`src/sv/lpd_pkg.sv`:
```
package lpd_pkg;

  localparam logic [31:0] MaxLengthReset = 32'd1048576;

  typedef enum logic [1:0] {
    PhHeader  = 2'd0,
    PhBody    = 2'd1,
    PhDiscard = 2'd2
  } phase_e;

  typedef enum logic {
    ReqByte  = 1'b0,
    ReqClose = 1'b1
  } req_e;

  typedef enum logic [1:0] {
    StBody  = 2'd0,
    StError = 2'd1,
    StAbort = 2'd2
  } status_e;

  typedef struct packed {
    status_e     status;
    logic [7:0]  body_byte;
    logic        last;
    logic [31:0] frame_length;
  } result_t;

endpackage

```
`src/sv/lpd_if.sv`:
```
interface lpd_in_if;
  logic       valid;
  logic       ready;
  logic       req_type;
  logic [7:0] rx_byte;

  modport source (output valid, output req_type, output rx_byte, input ready);
  modport sink (input valid, input req_type, input rx_byte, output ready);
endinterface

interface lpd_out_if;
  logic        valid;
  logic        ready;
  logic [1:0]  status;
  logic [7:0]  body_byte;
  logic        last;
  logic [31:0] frame_length;

  modport source (output valid, output status, output body_byte, output last,
                  output frame_length, input ready);
  modport sink (input valid, input status, input body_byte, input last,
                input frame_length, output ready);
endinterface

```
`src/sv/length_prefix_deframer_top.sv`:
```
// path: the result of a transferred byte or disconnect is written to the queue,
// then loaded into the output register, from which it is offered
// throughput: one item per cycle if the queue is not full, set by the header/body update
// a 2-entry queue and the output register let input and output stall independently
// reset: asynchronous active low; header reception, counters cleared,
// max_length back to 1048576, queue and output empty
module length_prefix_deframer_top #(
  parameter int unsigned QueueDepth = 2
) (
  input  logic        clk_i,
  input  logic        rst_ni,
  input  logic        cfg_we_i,
  input  logic [31:0] cfg_wdata_i,
  lpd_in_if.sink      req_i,
  lpd_out_if.source   res_o
);
  import lpd_pkg::*;

  logic    push, q_full, q_empty, pop;
  result_t push_data, q_data;

  lpd_front u_front (
    .clk_i       (clk_i),
    .rst_ni      (rst_ni),
    .cfg_we_i    (cfg_we_i),
    .cfg_wdata_i (cfg_wdata_i),
    .req_i       (req_i),
    .q_full_i    (q_full),
    .push_o      (push),
    .push_data_o (push_data)
  );

  lpd_fifo #(
    .Depth (QueueDepth)
  ) u_fifo (
    .clk_i       (clk_i),
    .rst_ni      (rst_ni),
    .push_i      (push),
    .push_data_i (push_data),
    .full_o      (q_full),
    .pop_i       (pop),
    .empty_o     (q_empty),
    .pop_data_o  (q_data)
  );

  lpd_back u_back (
    .clk_i     (clk_i),
    .rst_ni    (rst_ni),
    .q_empty_i (q_empty),
    .q_data_i  (q_data),
    .pop_o     (pop),
    .res_o     (res_o)
  );

endmodule

```
`src/sv/lpd_front.sv`:
```
module lpd_front (
  input  logic            clk_i,
  input  logic            rst_ni,
  input  logic            cfg_we_i,
  input  logic [31:0]     cfg_wdata_i,
  lpd_in_if.sink          req_i,
  input  logic            q_full_i,
  output logic            push_o,
  output lpd_pkg::result_t push_data_o
);
  import lpd_pkg::*;

  phase_e      phase_q, phase_d;
  logic [1:0]  hdr_cnt_q, hdr_cnt_d;
  logic [31:0] length_q, length_d;
  logic [31:0] body_cnt_q, body_cnt_d;
  logic [31:0] max_len_q;

  logic        accept;
  logic        is_close;
  logic [31:0] len_shift;
  logic        len_bad;
  logic [31:0] body_inc;
  logic        body_fin;

  assign req_i.ready = !q_full_i;
  assign accept      = req_i.valid && req_i.ready;
  assign is_close    = (req_i.req_type == ReqClose);
  assign len_shift   = {length_q[23:0], req_i.rx_byte};
  assign len_bad     = (len_shift == 32'd0) || (len_shift > max_len_q);
  assign body_inc    = body_cnt_q + 32'd1;
  assign body_fin    = (body_inc == length_q);

  // next state
  always_comb begin
    phase_d    = phase_q;
    hdr_cnt_d  = hdr_cnt_q;
    length_d   = length_q;
    body_cnt_d = body_cnt_q;
    if (accept) begin
      if (is_close) begin
        phase_d    = PhHeader;
        hdr_cnt_d  = 2'd0;
        length_d   = 32'd0;
        body_cnt_d = 32'd0;
      end else begin
        unique case (phase_q)
          PhHeader: begin
            length_d  = len_shift;
            hdr_cnt_d = hdr_cnt_q + 2'd1;
            if (hdr_cnt_q == 2'd3) begin
              phase_d    = len_bad ? PhDiscard : PhBody;
              body_cnt_d = 32'd0;
            end
          end
          PhBody: begin
            body_cnt_d = body_inc;
            if (body_fin) begin
              phase_d = PhDiscard;
            end
          end
          default: ;
        endcase
      end
    end
  end

  // result for the queue
  always_comb begin
    push_o                   = 1'b0;
    push_data_o.status       = StBody;
    push_data_o.body_byte    = 8'd0;
    push_data_o.last         = 1'b0;
    push_data_o.frame_length = 32'd0;
    if (accept) begin
      if (is_close) begin
        unique case (phase_q)
          PhHeader: begin
            push_o             = (hdr_cnt_q != 2'd0);
            push_data_o.status = StAbort;
          end
          PhBody: begin
            push_o                   = 1'b1;
            push_data_o.status       = StAbort;
            push_data_o.frame_length = length_q;
          end
          default: ;
        endcase
      end else begin
        unique case (phase_q)
          PhHeader: begin
            push_o                   = (hdr_cnt_q == 2'd3) && len_bad;
            push_data_o.status       = StError;
            push_data_o.frame_length = len_shift;
          end
          PhBody: begin
            push_o                   = 1'b1;
            push_data_o.body_byte    = req_i.rx_byte;
            push_data_o.last         = body_fin;
            push_data_o.frame_length = length_q;
          end
          default: ;
        endcase
      end
    end
  end

  always_ff @(posedge clk_i or negedge rst_ni) begin
    if (!rst_ni) begin
      phase_q    <= PhHeader;
      hdr_cnt_q  <= 2'd0;
      length_q   <= 32'd0;
      body_cnt_q <= 32'd0;
      max_len_q  <= MaxLengthReset;
    end else begin
      phase_q    <= phase_d;
      hdr_cnt_q  <= hdr_cnt_d;
      length_q   <= length_d;
      body_cnt_q <= body_cnt_d;
      if (cfg_we_i) begin
        max_len_q <= cfg_wdata_i;
      end
    end
  end

endmodule

```
`src/sv/lpd_fifo.sv`:
```
module lpd_fifo #(
  parameter int unsigned Depth = 2
) (
  input  logic             clk_i,
  input  logic             rst_ni,
  input  logic             push_i,
  input  lpd_pkg::result_t push_data_i,
  output logic             full_o,
  input  logic             pop_i,
  output logic             empty_o,
  output lpd_pkg::result_t pop_data_o
);
  import lpd_pkg::*;

  localparam int unsigned PtrW = (Depth > 1) ? $clog2(Depth) : 1;
  localparam int unsigned CntW = $clog2(Depth + 1);
  localparam logic [PtrW-1:0] PtrLast = PtrW'(Depth - 1);
  localparam logic [CntW-1:0] CntFull = CntW'(Depth);

  result_t         mem_q [Depth];
  logic [PtrW-1:0] wr_ptr_q, wr_ptr_d;
  logic [PtrW-1:0] rd_ptr_q, rd_ptr_d;
  logic [CntW-1:0] cnt_q, cnt_d;
  logic            do_push, do_pop;

  assign full_o     = (cnt_q == CntFull);
  assign empty_o    = (cnt_q == '0);
  assign do_push    = push_i && !full_o;
  assign do_pop     = pop_i && !empty_o;
  assign pop_data_o = mem_q[rd_ptr_q];

  always_comb begin
    wr_ptr_d = wr_ptr_q;
    rd_ptr_d = rd_ptr_q;
    cnt_d    = cnt_q;
    if (do_push) begin
      wr_ptr_d = (wr_ptr_q == PtrLast) ? '0 : wr_ptr_q + PtrW'(1);
    end
    if (do_pop) begin
      rd_ptr_d = (rd_ptr_q == PtrLast) ? '0 : rd_ptr_q + PtrW'(1);
    end
    case ({do_push, do_pop})
      2'b10:   cnt_d = cnt_q + CntW'(1);
      2'b01:   cnt_d = cnt_q - CntW'(1);
      default: cnt_d = cnt_q;
    endcase
  end

  always_ff @(posedge clk_i or negedge rst_ni) begin
    if (!rst_ni) begin
      wr_ptr_q <= '0;
      rd_ptr_q <= '0;
      cnt_q    <= '0;
    end else begin
      wr_ptr_q <= wr_ptr_d;
      rd_ptr_q <= rd_ptr_d;
      cnt_q    <= cnt_d;
    end
  end

  always_ff @(posedge clk_i) begin
    if (do_push) begin
      mem_q[wr_ptr_q] <= push_data_i;
    end
  end

endmodule

```
`src/sv/lpd_back.sv`:
```
module lpd_back (
  input  logic             clk_i,
  input  logic             rst_ni,
  input  logic             q_empty_i,
  input  lpd_pkg::result_t q_data_i,
  output logic             pop_o,
  lpd_out_if.source        res_o
);
  import lpd_pkg::*;

  logic    vld_q;
  result_t res_q;
  logic    load;

  // output register refills when empty or when its transfer completes
  assign load  = !vld_q || res_o.ready;
  assign pop_o = load && !q_empty_i;

  assign res_o.valid        = vld_q;
  assign res_o.status       = res_q.status;
  assign res_o.body_byte    = res_q.body_byte;
  assign res_o.last         = res_q.last;
  assign res_o.frame_length = res_q.frame_length;

  always_ff @(posedge clk_i or negedge rst_ni) begin
    if (!rst_ni) begin
      vld_q <= 1'b0;
    end else if (load) begin
      vld_q <= !q_empty_i;
    end
  end

  always_ff @(posedge clk_i) begin
    if (pop_o) begin
      res_q <= q_data_i;
    end
  end

endmodule
```
`src/flat_wrapper.sv`:
```
// flat-port wrapper written by rule: the top's interface ports become plain ports
module length_prefix_deframer_top_flat import lpd_pkg::*;
#(
  parameter int unsigned QueueDepth = 2
)
  (clk_i, rst_ni, cfg_we_i, cfg_wdata_i, req_i_valid, req_i_req_type, req_i_rx_byte, req_i_ready, res_o_valid, res_o_status, res_o_body_byte, res_o_last, res_o_frame_length, res_o_ready);
  lpd_in_if req_i_i ();
  lpd_out_if res_o_i ();
  input  logic clk_i;
  input  logic rst_ni;
  input  logic cfg_we_i;
  input  logic [31:0] cfg_wdata_i;
  input wire logic [$bits(req_i_i.valid)-1:0] req_i_valid;
  input wire logic [$bits(req_i_i.req_type)-1:0] req_i_req_type;
  input wire logic [$bits(req_i_i.rx_byte)-1:0] req_i_rx_byte;
  output wire logic [$bits(req_i_i.ready)-1:0] req_i_ready;
  output wire logic [$bits(res_o_i.valid)-1:0] res_o_valid;
  output wire logic [$bits(res_o_i.status)-1:0] res_o_status;
  output wire logic [$bits(res_o_i.body_byte)-1:0] res_o_body_byte;
  output wire logic [$bits(res_o_i.last)-1:0] res_o_last;
  output wire logic [$bits(res_o_i.frame_length)-1:0] res_o_frame_length;
  input wire logic [$bits(res_o_i.ready)-1:0] res_o_ready;
  assign req_i_i.valid = req_i_valid;
  assign req_i_i.req_type = req_i_req_type;
  assign req_i_i.rx_byte = req_i_rx_byte;
  assign req_i_ready = req_i_i.ready;
  assign res_o_valid = res_o_i.valid;
  assign res_o_status = res_o_i.status;
  assign res_o_body_byte = res_o_i.body_byte;
  assign res_o_last = res_o_i.last;
  assign res_o_frame_length = res_o_i.frame_length;
  assign res_o_i.ready = res_o_ready;
  length_prefix_deframer_top #(.QueueDepth(QueueDepth)) u_core (.clk_i(clk_i), .rst_ni(rst_ni), .cfg_we_i(cfg_we_i), .cfg_wdata_i(cfg_wdata_i), .req_i(req_i_i), .res_o(res_o_i));
endmodule
```
`config.mk`:
```
export PLATFORM = sky130hd
export DESIGN_NAME = length_prefix_deframer_top_flat
export DESIGN_NICKNAME = d
export VERILOG_FILES = /design/src/sv/lpd_pkg.sv /design/src/sv/lpd_if.sv /design/src/sv/length_prefix_deframer_top.sv /design/src/sv/lpd_front.sv /design/src/sv/lpd_fifo.sv /design/src/sv/lpd_back.sv /design/src/flat_wrapper.sv
export SDC_FILE = /design/constraint.sdc
export NUM_CORES = 1
export LEC_CHECK = 0
export BUFFER_PORTS_ARGS = -buffer_cell sky130_fd_sc_hd__buf_2
export CORE_AREA = 2 2 239 123
export CTS_CLUSTER_DIAMETER = 30
export DETAILED_ROUTE_END_ITERATION = 8
export DIE_AREA = 0 0 241 125
export GPL_TIMING_DRIVEN = 0
export HOLD_SLACK_MARGIN = 0.06
export PLACE_DENSITY = 0.56
export SLEW_MARGIN = 25
export SYNTH_ARGS = -nofsm -noshare
export SYNTH_HDL_FRONTEND = slang
export SYNTH_SLANG_ARGS = --single-unit
```
`constraint.sdc`:
```
create_clock -name clk_i -period 3.8 [get_ports clk_i]
set_clock_uncertainty 0.1 [all_clocks]
set_input_delay 0.76 -clock clk_i [delete_from_list [all_inputs] [get_ports clk_i]]
set_output_delay 0.76 -clock clk_i [all_outputs]
set_load 0.02 [all_outputs]
```
== Word level (Yosys, flattened, before mapping) ==
Memories as Yosys holds them, arrays and structs flattened. A register that Yosys moved wholly into a read port is not among the register bits.
Cells that the tools add are included.

* Add/sub/neg operators: 6
* Magnitude comparators: 1
* Equal/unequal tests: 8
* Multiplexer cells: 30
* Reductions and logical operators: 21

{| class="wikitable"
|+ Operators by type and width
! kind !! count
|-
| $mux W32 || 6
|-
| $pmux W32 S2 || 2
|-
| $mux W43 || 1
|-
| $add A32 B1 Y32 const B || 1
|-
| $eq A32 B32 Y1 || 1
|-
| $gt A32 B32 Y1 || 1
|-
| $logic_not A32 Y1 || 1
|-
| $mux W9 || 2
|-
| $mux W2 || 8
|-
| $pmux W2 S2 || 2
|-
| $mux W1 || 7
|-
| $eq A2 B2 Y1 const B || 3
|-
| $ne A3 B3 Y1 const B || 2
|-
| $reduce_bool A2 Y1 || 3
|-
| $logic_and A1 B1 Y1 || 5
|-
| $add A2 B1 Y2 const B || 2
|-
| $eq A2 B1 Y1 const B || 2
|-
| $logic_not A2 Y1 || 2
|-
| $pmux W1 S2 || 2
|-
| $reduce_and A4 Y1 || 1
|-
| $logic_not A1 Y1 || 3
|-
| $reduce_and A3 Y1 || 1
|-
| $reduce_bool A3 Y1 || 1
|-
| $add A1 B1 Y1 const B || 2
|-
| other kinds (4) || 5
|}

* Register bits after elaboration: 105
* Bits in writable memories: 86
* Input bits: 46
* Output and inout bits: 45
* Logic and storage cells: 76
* Memories kept: 1

{| class="wikitable"
|+ Memories
! name !! depth !! bits a word !! read ports !! clocked after memory_dff !! wr ports !! line !! RTL
|-
| u_core.u_fifo.mem_q || 2 || 43 || 1 || 1 || 1 || lpd_fifo.sv:20 || <nowiki>result_t mem_q [Depth];</nowiki>
|}

== Depth between registers and ports, before layout ==
Gate-level depths: netlist (run 1).

* Depth in word-level cells: 9
* Depth in mapped cells: 13
* Depth with buffers taken out: 13

== Modules after synthesis ==
A second synthesis (run 1) with hierarchy kept.

* Cell total of the unflattened synthesis: 923
* Area total of the unflattened synthesis: 11207.0 um2

{| class="wikitable"
|+ Modules (own cells, without submodules)
! module !! instances !! cells an instance !! area each (um2) !! seq. area each (um2)
|-
| lpd_front || 1 || 723 || 6364.9 || 2503.7
|-
| lpd_fifo || 1 || 152 || 3500.9 || 2682.6
|-
| lpd_back || 1 || 48 || 1341.3 || 1316.3
|}

== Worst setup path before layout (run 1) ==
Ideal clock, no wire load.

* Path type: input to register
* From: in req_i_rx_byte[1]
* To: mem u_core.u_fifo.mem_q[0][0] (netlist bit) (enable)
* Setup time: 0.444 ns
* Data arrival time: 3.894 ns
* Required time: 3.256 ns
* Setup slack: -0.638 ns
* Cell stages on the path: 9
* Buffers on the path: 0
* Cell sequence: ha_1 -> nor2b_1 -> o211ai_1 -> a2111o_1 -> o211ai_1 -> nand3_1 -> a31oi_1 -> o21bai_1 -> nor2_1

* Word-level cells in the longest chain between the ends: 9
* Elaborated cells on any way between the ends: 10
* Those cells by class: order compare (1); mux (5); reduce/logical (4)

{| class="wikitable"
|+ RTL lines
! element !! line !! RTL
|-
| start: declaration || flat_wrapper.sv:15 || <nowiki>input wire logic [$bits(req_i_i.rx_byte)-1:0] req_i_rx_byte;</nowiki>
|-
| $gt A32 B32 Y1 / $logic_not A32 Y1 (equally long branches) || lpd_front.sv:30 || <nowiki>assign len_bad = (len_shift == 32'd0) || (len_shift > max_len_q);</nowiki>
|-
| $logic_or A1 B1 Y1 * || lpd_front.sv:30 ||
|-
| $logic_and A1 B1 Y1 * || lpd_front.sv:92 || <nowiki>push_o = (hdr_cnt_q == 2'd3) && len_bad;</nowiki>
|-
| $pmux W1 S2 * || lpd_front.sv:90 || <nowiki>unique case (phase_q)</nowiki>
|-
| $mux W1 * || lpd_front.sv:76 || <nowiki>if (is_close) begin</nowiki>
|-
| $mux W1 * || lpd_front.sv:75 || <nowiki>if (accept) begin</nowiki>
|-
| $logic_and A1 B1 Y1 * || lpd_fifo.sv:28 || <nowiki>assign do_push = push_i && !full_o;</nowiki>
|-
| $mux W1 * || lpd_fifo.sv:62 || <nowiki>if (do_push) begin</nowiki>
|-
| $mux W1 (not written as such) * || lpd_fifo.sv:63 || <nowiki>mem_q[wr_ptr_q] <= push_data_i;</nowiki>
|-
| end: declaration || lpd_fifo.sv:20 ||
|}

Mark *: on every way between the ends. The rest lies on a longest branch, timed or not.

== Worst setup path in the final report (run 1) ==
* From: reg u_core.u_front.body_cnt_q[0]
* To: reg u_core.u_front.phase_q[0]

* Word-level cells in the longest chain between the ends: 4

{| class="wikitable"
|+ RTL lines
! element !! line !! RTL
|-
| start: declaration || lpd_front.sv:16 || <nowiki>logic [31:0] body_cnt_q, body_cnt_d;</nowiki>
|-
| start signal: assignment || lpd_front.sv:119 || <nowiki>body_cnt_q <= body_cnt_d;</nowiki>
|-
| $add A32 B1 Y32 || lpd_front.sv:31 || <nowiki>assign body_inc = body_cnt_q + 32'd1;</nowiki>
|-
| $eq A32 B32 Y1 || lpd_front.sv:32 || <nowiki>assign body_fin = (body_inc == length_q);</nowiki>
|-
| $ne A3 B3 Y1 (no source line) || -- ||
|-
| $reduce_and A4 Y1 (no source line) || -- ||
|-
| end signal: assignment || lpd_front.sv:110 || <nowiki>phase_q <= PhHeader;</nowiki>
|-
| end signal: assignment || lpd_front.sv:116 || <nowiki>phase_q <= phase_d;</nowiki>
|-
| end: declaration || lpd_front.sv:13 || <nowiki>phase_e phase_q, phase_d;</nowiki>
|}

Every way passes these cells.
A chain may end at the register's enable or synchronous reset.

==> out/qor.yml, run 1 <==
status:
  status: "finished clean"
sta:
  slew_headroom_pct: 35.3
  max_freq_mhz: 279
  worst_slew_pin_slew_ns: 0.968
  min_period_over_period_pct: 94.2
  rsz0062_at_grt: "no"
  setup_viol: 0
  period_minus_slack_ns: 3.58
  finalMaxSlewViolations: 0
  tns_ns: 0
  hold_viol: 0
cells_and_area:
  finalCoreUtilization_pct: 47.3
  stdcell_count: 1465
  nets: 1131
  antennaDiodeCount: 0
  area_growth_pct: 21.2
  layout-drive-gt1-share_pct: 22.1
  design_area_um2: 13400
setup_path:
  critPathArrivalTime_ns: 3.87
  path_buf_inv: 1
  path_depth: 10
  rrSetupSlack_ns: 0.22
  critPathRequiredTime_ns: 4.09
  worst-path-max-fanout: 10
  cpPeakStageDelay_ns: 0.47
  worst_path_max_delay_cell: "dfrtp_1"
  worst_setup_path_start_kind: "flip-flop"
  rr_worst_depth: 10
  critPathTopFamily: "compound AO/OA/AOI/OAI gates"
  end_kind: "flip-flop"
  critPathKind: "flip-flop to flip-flop"
  crit_chain: "ha_1 > nand3_2 > nor3_1 > clkbuf_2 > a21oi_1 > nor4b_1 > o2111ai_1 > a2111oi_2 > o2111ai_2 > o311a_1"
synth:
  syn_inst: 909
  synth_edf_count: 129
  synth_top_area_share_pct: 35.1
  synthesis.area_um2: 11000
  synth-seq-cells: 234
  synthArstFlopShare_pct: 44.9
  synthFlopType: "edfxtp_1"
  syn_avg_cell_area_um2: 12.2
  ys_seq_area_share_pct: 58.9
  synth_top_cell_by_area: "edfxtp_1"
  yosysWarnings: 0
  yosys-top-cells-count: "129 x edfxtp_1, 104 x dfrtp_1, 73 x o21ai_0, 66 x a22o_1, 62 x nand2_1"
  yosysUniqueCellTypes: 58
  yosysMostFrequentCell: "edfxtp_1"
  syn-num-nets: 991
  synthTopCellsByArea: "edfxtp_1 35%, dfrtp_1 24%, a22o_1 5.2%"
routing:
  drc: 0
  wl_per_cell_um: 20.9
  dr.pass1.iters: 5
  postRouteAntennaNets: 0
  drtIter0Drc: 726
  wl_um: 30600
  vias: 8030
  via_per_inst: 5.48
placement:
  place_area_um2: 12200
  dp_hpwl_um: 21600
  dpl.cell_count: 1395
  io_buffers: 89
  gp_congestion: 0.942
pwr:
  powerDensity_nw_per_um2: 701
  p_leak_nw: 5.40
  finalPower_mw: 9.39
  ir_drop_uv: 313
floorplan:
  die_h_um: 125
  start_util_pct: 39.0
  core_um2: 28300
  dieArea_um2: 30100
  io_pins: 91
  rows: 44
  die_x_um: 241
global_route:
  grt_use_total_pct: 20.6
  grt_pass1_wl_um: 46400
  grt_max_degree: 69
  antenna_found_initial: 0
  grt_pass1_vias: 7495
  grt_overflow: 0
worst_hold_path:
  hold_class: "input pin to async pin"
clock_network:
  htreeDepth: 2
  clock_latency_ns: 0.52
  cts_inserted_buffers: 35
  cts_buffer_depth: 3
  cts_hold_buf: 0
  cts_tree: "done"
  cts.sinks: 234
  clock-root-buffer: "clkbuf_16"
  clk_pin_slew_worst_paths_ns: 0.05
flow_run:
  maxCapViolations: 0
[routing by layer]
metal  GRT usage (%)  wire length, µm  up-vias
met5               0                0        -
met1            34.5            16000     3900
met2            24.9            11200      367
li1                -                -     3716
met4            4.32              469        0
met3            6.38             2940       47
[kinds of logic after synthesis]
family          count (synthesis)  synth area share, %
simple gates                  215                 10.5
fa+ha+maj                      36                 4.08
xor+xnor                       49                 3.88
flops                         234                 58.9
compound gates                234                 14.7
mux                            45                 4.58
buf+inv                        96                 3.39
[placed cells by master (no fill, tap or decap), drive strengths merged, types with 2 or more instances in the layout]
| cell type | synthesis | final |
|---|---|---|
| xor2 | 11 | 11 |
| buf | 17 | 120 |
| a211oi | 3 | 3 |
| edfxtp | 129 | 129 |
| nor2 | 31 | 31 |
| a21boi | 2 | 2 |
| mux2 | 44 | 44 |
| nand2 | 62 | 62 |
| nand4b | 2 | 2 |
| clkinvlp | 0 | 3 |
| a21o | 8 | 8 |
| and2 | 8 | 8 |
| o31ai | 14 | 14 |
| a41oi | 2 | 2 |
| nand3 | 24 | 24 |
| ha | 36 | 36 |
| dfrtp | 104 | 104 |
| a2111oi | 2 | 2 |
| and3 | 10 | 10 |
| o211ai | 6 | 6 |
| clkbuf | 34 | 77 |
| o41ai | 8 | 8 |
| inv | 45 | 50 |
| nor3 | 10 | 10 |
| clkinv | 0 | 10 |
| nand4 | 21 | 21 |
| a31oi | 7 | 7 |
| nor4b | 5 | 5 |
| or2 | 2 | 2 |
| and4 | 4 | 4 |
| xnor2 | 38 | 38 |
| nor2b | 4 | 4 |
| o21ai | 73 | 73 |
| o21bai | 2 | 2 |
| nor4 | 23 | 23 |
| nor3b | 2 | 2 |
| a21oi | 29 | 29 |
| o2111ai | 2 | 2 |
| a22o | 66 | 66 |
| nand2b | 5 | 5 |
[per-stage QoR]
| stage | setup slack [ns] | hold WS [ns] |
|---|---|---|
| final | 0.221 | 0.0668 |
| after global routing | 0.0830 | 0.0829 |
| after CTS | 0.132 | 0.0603 |
| after detailed placement | -0.0540 | 0.393 |
| after global placement | -2.13 | 0.381 |
| after floorplan | -0.638 | 0.364 |
[path summary, 6_finish.rpt]
path	end	start
max	u_core.u_front.phase_q[0]	u_core.u_front.body_cnt_q[0]
min	u_core.u_front.max_len_q[13]	rst_ni
max reg2reg	u_core.u_front.phase_q[0]	u_core.u_front.body_cnt_q[0]
min reg2reg	u_core.u_fifo.cnt_q[1]	u_core.u_fifo.cnt_q[1]
max in group asynchronous	u_core.u_front.body_cnt_q[30]	rst_ni
min in group clk_i	u_core.u_back.res_o.valid	res_o_ready
[sequential cells by signal, indices dropped and copies added, names as in the netlist]
signal / cells
u_core.u_back.res_o.last: 1
u_core.u_front.max_len_q: 32
u_core.u_front.body_cnt_q: 32
u_core.u_back.res_o.valid: 1
u_core.u_fifo.wr_ptr_q: 1
u_core.u_fifo.mem_q: 86
u_core.u_front.length_q: 32
u_core.u_front.phase_q: 2
u_core.u_fifo.cnt_q: 2
u_core.u_front.hdr_cnt_q: 2
u_core.u_fifo.rd_ptr_q: 1
u_core.u_back.res_o.frame_length: 32
u_core.u_back.res_o.body_byte: 8
u_core.u_back.res_o.status: 2
[worst register-to-register path: stages, from the launching register on]
cell	delay, ns
dfrtp_1	0.47
ha_1	0.32
nand3_2	0.25
nor3_1	0.32
clkbuf_2	0.33
a21oi_1	0.12
nor4b_1	0.26
o2111ai_1	0.28
a2111oi_2	0.36
o2111ai_2	0.26
o311a_1	0.39
[timing repair]
item	in CTS	in global routing
setup buffers	0	8
resized for setup	0	6
endpoints found under the setup margin	0	47
[layout make-up]
class	instances	area, µm²
inverter	45	169
multi-input combinational	579	4230
clock inverter	19	193
timing repair buffer	103	669
sequential	234	6500
buffer	51	206
tap	391	489
clock buffer	43	936
fill	2630	14900
[power breakdown]
group          internal [mW]  total [mW]  switching [mW]
sequential              3.32        3.83           0.507
clock                   1.86        3.08            1.22
combinational           1.01        2.49            1.47
total                   6.19        9.39            3.20
Power figures use the tool's default switching activity.
==> run 2: changes to the inputs <==
- CORE_AREA: 2 2 239 123 -> 2 2 170 172
- DIE_AREA: 0 0 241 125 -> 0 0 172 174
==> run 2 against run 1 <==
Against the previous run:
- worst hold slack worse by 0.0080 ns
- cell count up 1.2%
- setup slack worse by 0.055 ns
- combinational power down 2%
- global-route usage down 1.2 points
- via count down 1.1%
- critical endpoint unchanged
- largest cell class unchanged
==> out/qor.yml, run 2 (same netlist as run 1, synthesis figures left out) <==
setup_path:
  end_kind: "flip-flop"
  critPathKind: "flip-flop to flip-flop"
  worst_path_max_delay_cell: "dfrtp_1"
  worst-path-max-fanout: 10  # unchanged
  rr_worst_depth: 10  # unchanged
  crit_chain: "ha_1 > nand3_2 > nor3_1 > clkbuf_2 > a21oi_1 > nor4b_1 > o2111ai_1 > a2111oi_2 > o2111ai_2 > o311a_1"
  worst_setup_path_start_kind: "flip-flop"
  critPathArrivalTime_ns: 3.97  # +0.10 ns
  cpPeakStageDelay_ns: 0.46  # about the same
  critPathRequiredTime_ns: 4.13  # +0.04 ns
placement:
  dpl.cell_count: 1389  # -0.43%
  dp_hpwl_um: 19200  # -11%
  io_buffers: 89  # unchanged
  gp_congestion: 0.866  # -8.0%
cells_and_area:
  area_growth_pct: 26.4
  antennaDiodeCount: 0  # unchanged
  max_flop_register: "u_core.u_fifo.mem_q"
  final_cell_mix: "129 x edfxtp_1, 104 x dfrtp_1, 99 x buf_2"
  layout-drive-gt1-share_pct: 23.6  # +1.5 points
  largest_reg_flops: 86  # unchanged
  stdcell_count: 1483  # +1.2%
  nets: 1142  # +0.97%
  final_common_cell: "edfxtp_1"
  nFillCells: 2562  # -2.6%
sta:
  setup_viol: 0  # unchanged
  finalMaxSlewViolations: 0  # unchanged
  slew_headroom_pct: 49.0  # +14 points
  period_minus_slack_ns: 3.63  # +0.0552 ns
  rsz0062_at_grt: "no"
  hold_viol: 0  # unchanged
  max_freq_mhz: 275  # -1.5%
  worst_slew_pin_slew_ns: 0.759  # -0.209 ns
  min_period_over_period_pct: 95.6  # +1.5 points
routing:
  drc: 0  # unchanged
  via_per_inst: 5.35  # -2.3%
  dr.pass1.iters: 5  # unchanged
  postRouteAntennaNets: 0  # unchanged
  wl_per_cell_um: 19.2  # -8.0%
  wl_um: 28500  # -6.8%
  vias: 7940  # -1.1%
  drtIter0Drc: 522  # -28%
clock_network:
  clock-root-buffer: "clkbuf_16"
  clock_latency_ns: 0.55  # +0.03 ns
  htreeDepth: 2  # unchanged
  cts_tree: "done"
  cts_hold_buf: 0  # unchanged
  clk_pin_slew_worst_paths_ns: 0.05  # about the same
  cts_buffer_depth: 3  # unchanged
  cts.sinks: 234  # unchanged
  cts_inserted_buffers: 50  # +43%
pwr:
  clkPwrFrac_pct: 41.2  # +8.4 points
  switching_share_pct: 31.1  # -3.0 points
  ir_drop_uv: 361  # +15%
  combPwrFrac_pct: 22.8  # -3.7 points
  finalPower_mw: 10.6  # +13%
  powerDensity_nw_per_um2: 761  # +8.5%
  p_leak_nw: 5.67  # +5.1%
  pwr-share-seq_pct: 35.9  # -4.9 points
  p_sw_mw: 3.30  # +3.2%
  intPower_mw: 7.32  # +18%
status:
  status: "finished clean"
floorplan:
  rows: 62  # +41%
  core_um2: 28200  # -0.21%
  io_pins: 91  # unchanged
  start_util_pct: 39.1  # +0.083 points
  die_h_um: 174  # +39%
  die_x_um: 172  # -29%
  dieArea_um2: 29900  # -0.65%
global_route:
  grt_overflow: 0  # unchanged
  antenna_found_initial: 0  # unchanged
  grt_max_degree: 59  # -14%
  grt_pass1_wl_um: 44500  # -4.2%
  grt_pass1_vias: 7702  # +2.8%
  grt_use_total_pct: 19.4  # -1.2 points
flow_run:
  maxCapViolations: 0  # unchanged
worst_hold_path:
  hold_class: "input pin to async pin"
[run 2: final timing paths]
check                                                  start                             to  slack, ns
min in group clk_i                           cfg_wdata_i[24]   u_core.u_front.max_len_q[24]       0.32
max in group asynchronous                             rst_ni  u_core.u_front.body_cnt_q[20]       2.88
worst min-delay path                                  rst_ni   u_core.u_front.body_cnt_q[7]       0.06
worst min register to register        u_core.u_fifo.cnt_q[1]         u_core.u_fifo.cnt_q[1]       0.39
worst max register to register  u_core.u_front.body_cnt_q[0]      u_core.u_front.phase_q[0]       0.17
worst max-delay path            u_core.u_front.body_cnt_q[0]      u_core.u_front.phase_q[0]       0.17
[run 2: stage by stage]
| step | util, % | setup TNS [ns] | worst slack (ns) | hold slack [ns] | instance area, µm² |
|---|---|---|---|---|---|
| CTS | 49.3 | 0 | 0.00291 | 0.0617 | 13900 |
| finish | 49.5 | 0 | 0.165 | 0.0588 | 14000 |
| global placement | 42.4 | -186.85 | -2.18 | 0.381 | 12000 |
| detailed placement | 43.1 | 0 | 0.0191 | 0.389 | 12200 |
| floorplan | - | -54.86 | -0.638 | 0.364 | 11100 |
| global route | 49.5 | 0 | 0.0282 | 0.0778 | 14000 |
[run 2: worst max-delay path, delay by kind of cell (launching register included)]
family                   cells  cell delay, ns
AO/OA/AOI/OAI                5            1.37
adder cells (fa/ha/maj)      1            0.31
buffers and inverters        1            0.32
flip-flops                   1            0.46
AND/OR/NAND/NOR              3            0.95
[run 2: area by class of cell]
cell class | instances | area [µm²] | area share (%)
clock inverter | 30 | 400 | 2.87
multi-input combinational | 579 | 4220 | 30.2
tap | 384 | 480 | 3.44
inverter | 45 | 169 | 1.21
buffer | 51 | 206 | 1.48
timing repair buffer | 99 | 652 | 4.67
clock buffer | 61 | 1340 | 9.61
sequential | 234 | 6500 | 46.5
[run 2: metal layers]
| layer | wire (µm) | GRT usage, % | up-vias |
|---|---|---|---|
| met1 | 13300 | 27.8 | 3887 |
| met5 | 0 | 0 | - |
| li1 | - | - | 3747 |
| met4 | 754 | 6.37 | 0 |
| met2 | 12800 | 29.2 | 251 |
| met3 | 1640 | 4.05 | 55 |
[run 2: what timing repair did]
item                                    CTS  global route
endpoints found under the setup margin    0             4
buffers inserted                          0             3
resized for setup                         0             4
[run 2: power groups by stage]
stage                     Clock [mW]  Sequential [mW]  Combinational, mW
after global placement             0             3.87               2.27
after global routing            4.59             3.86               2.67
final                           4.38             3.82               2.43
after detailed placement           0             3.85               2.43
after CTS                       4.45             3.81               2.45
after floorplan                    0             3.90               1.40
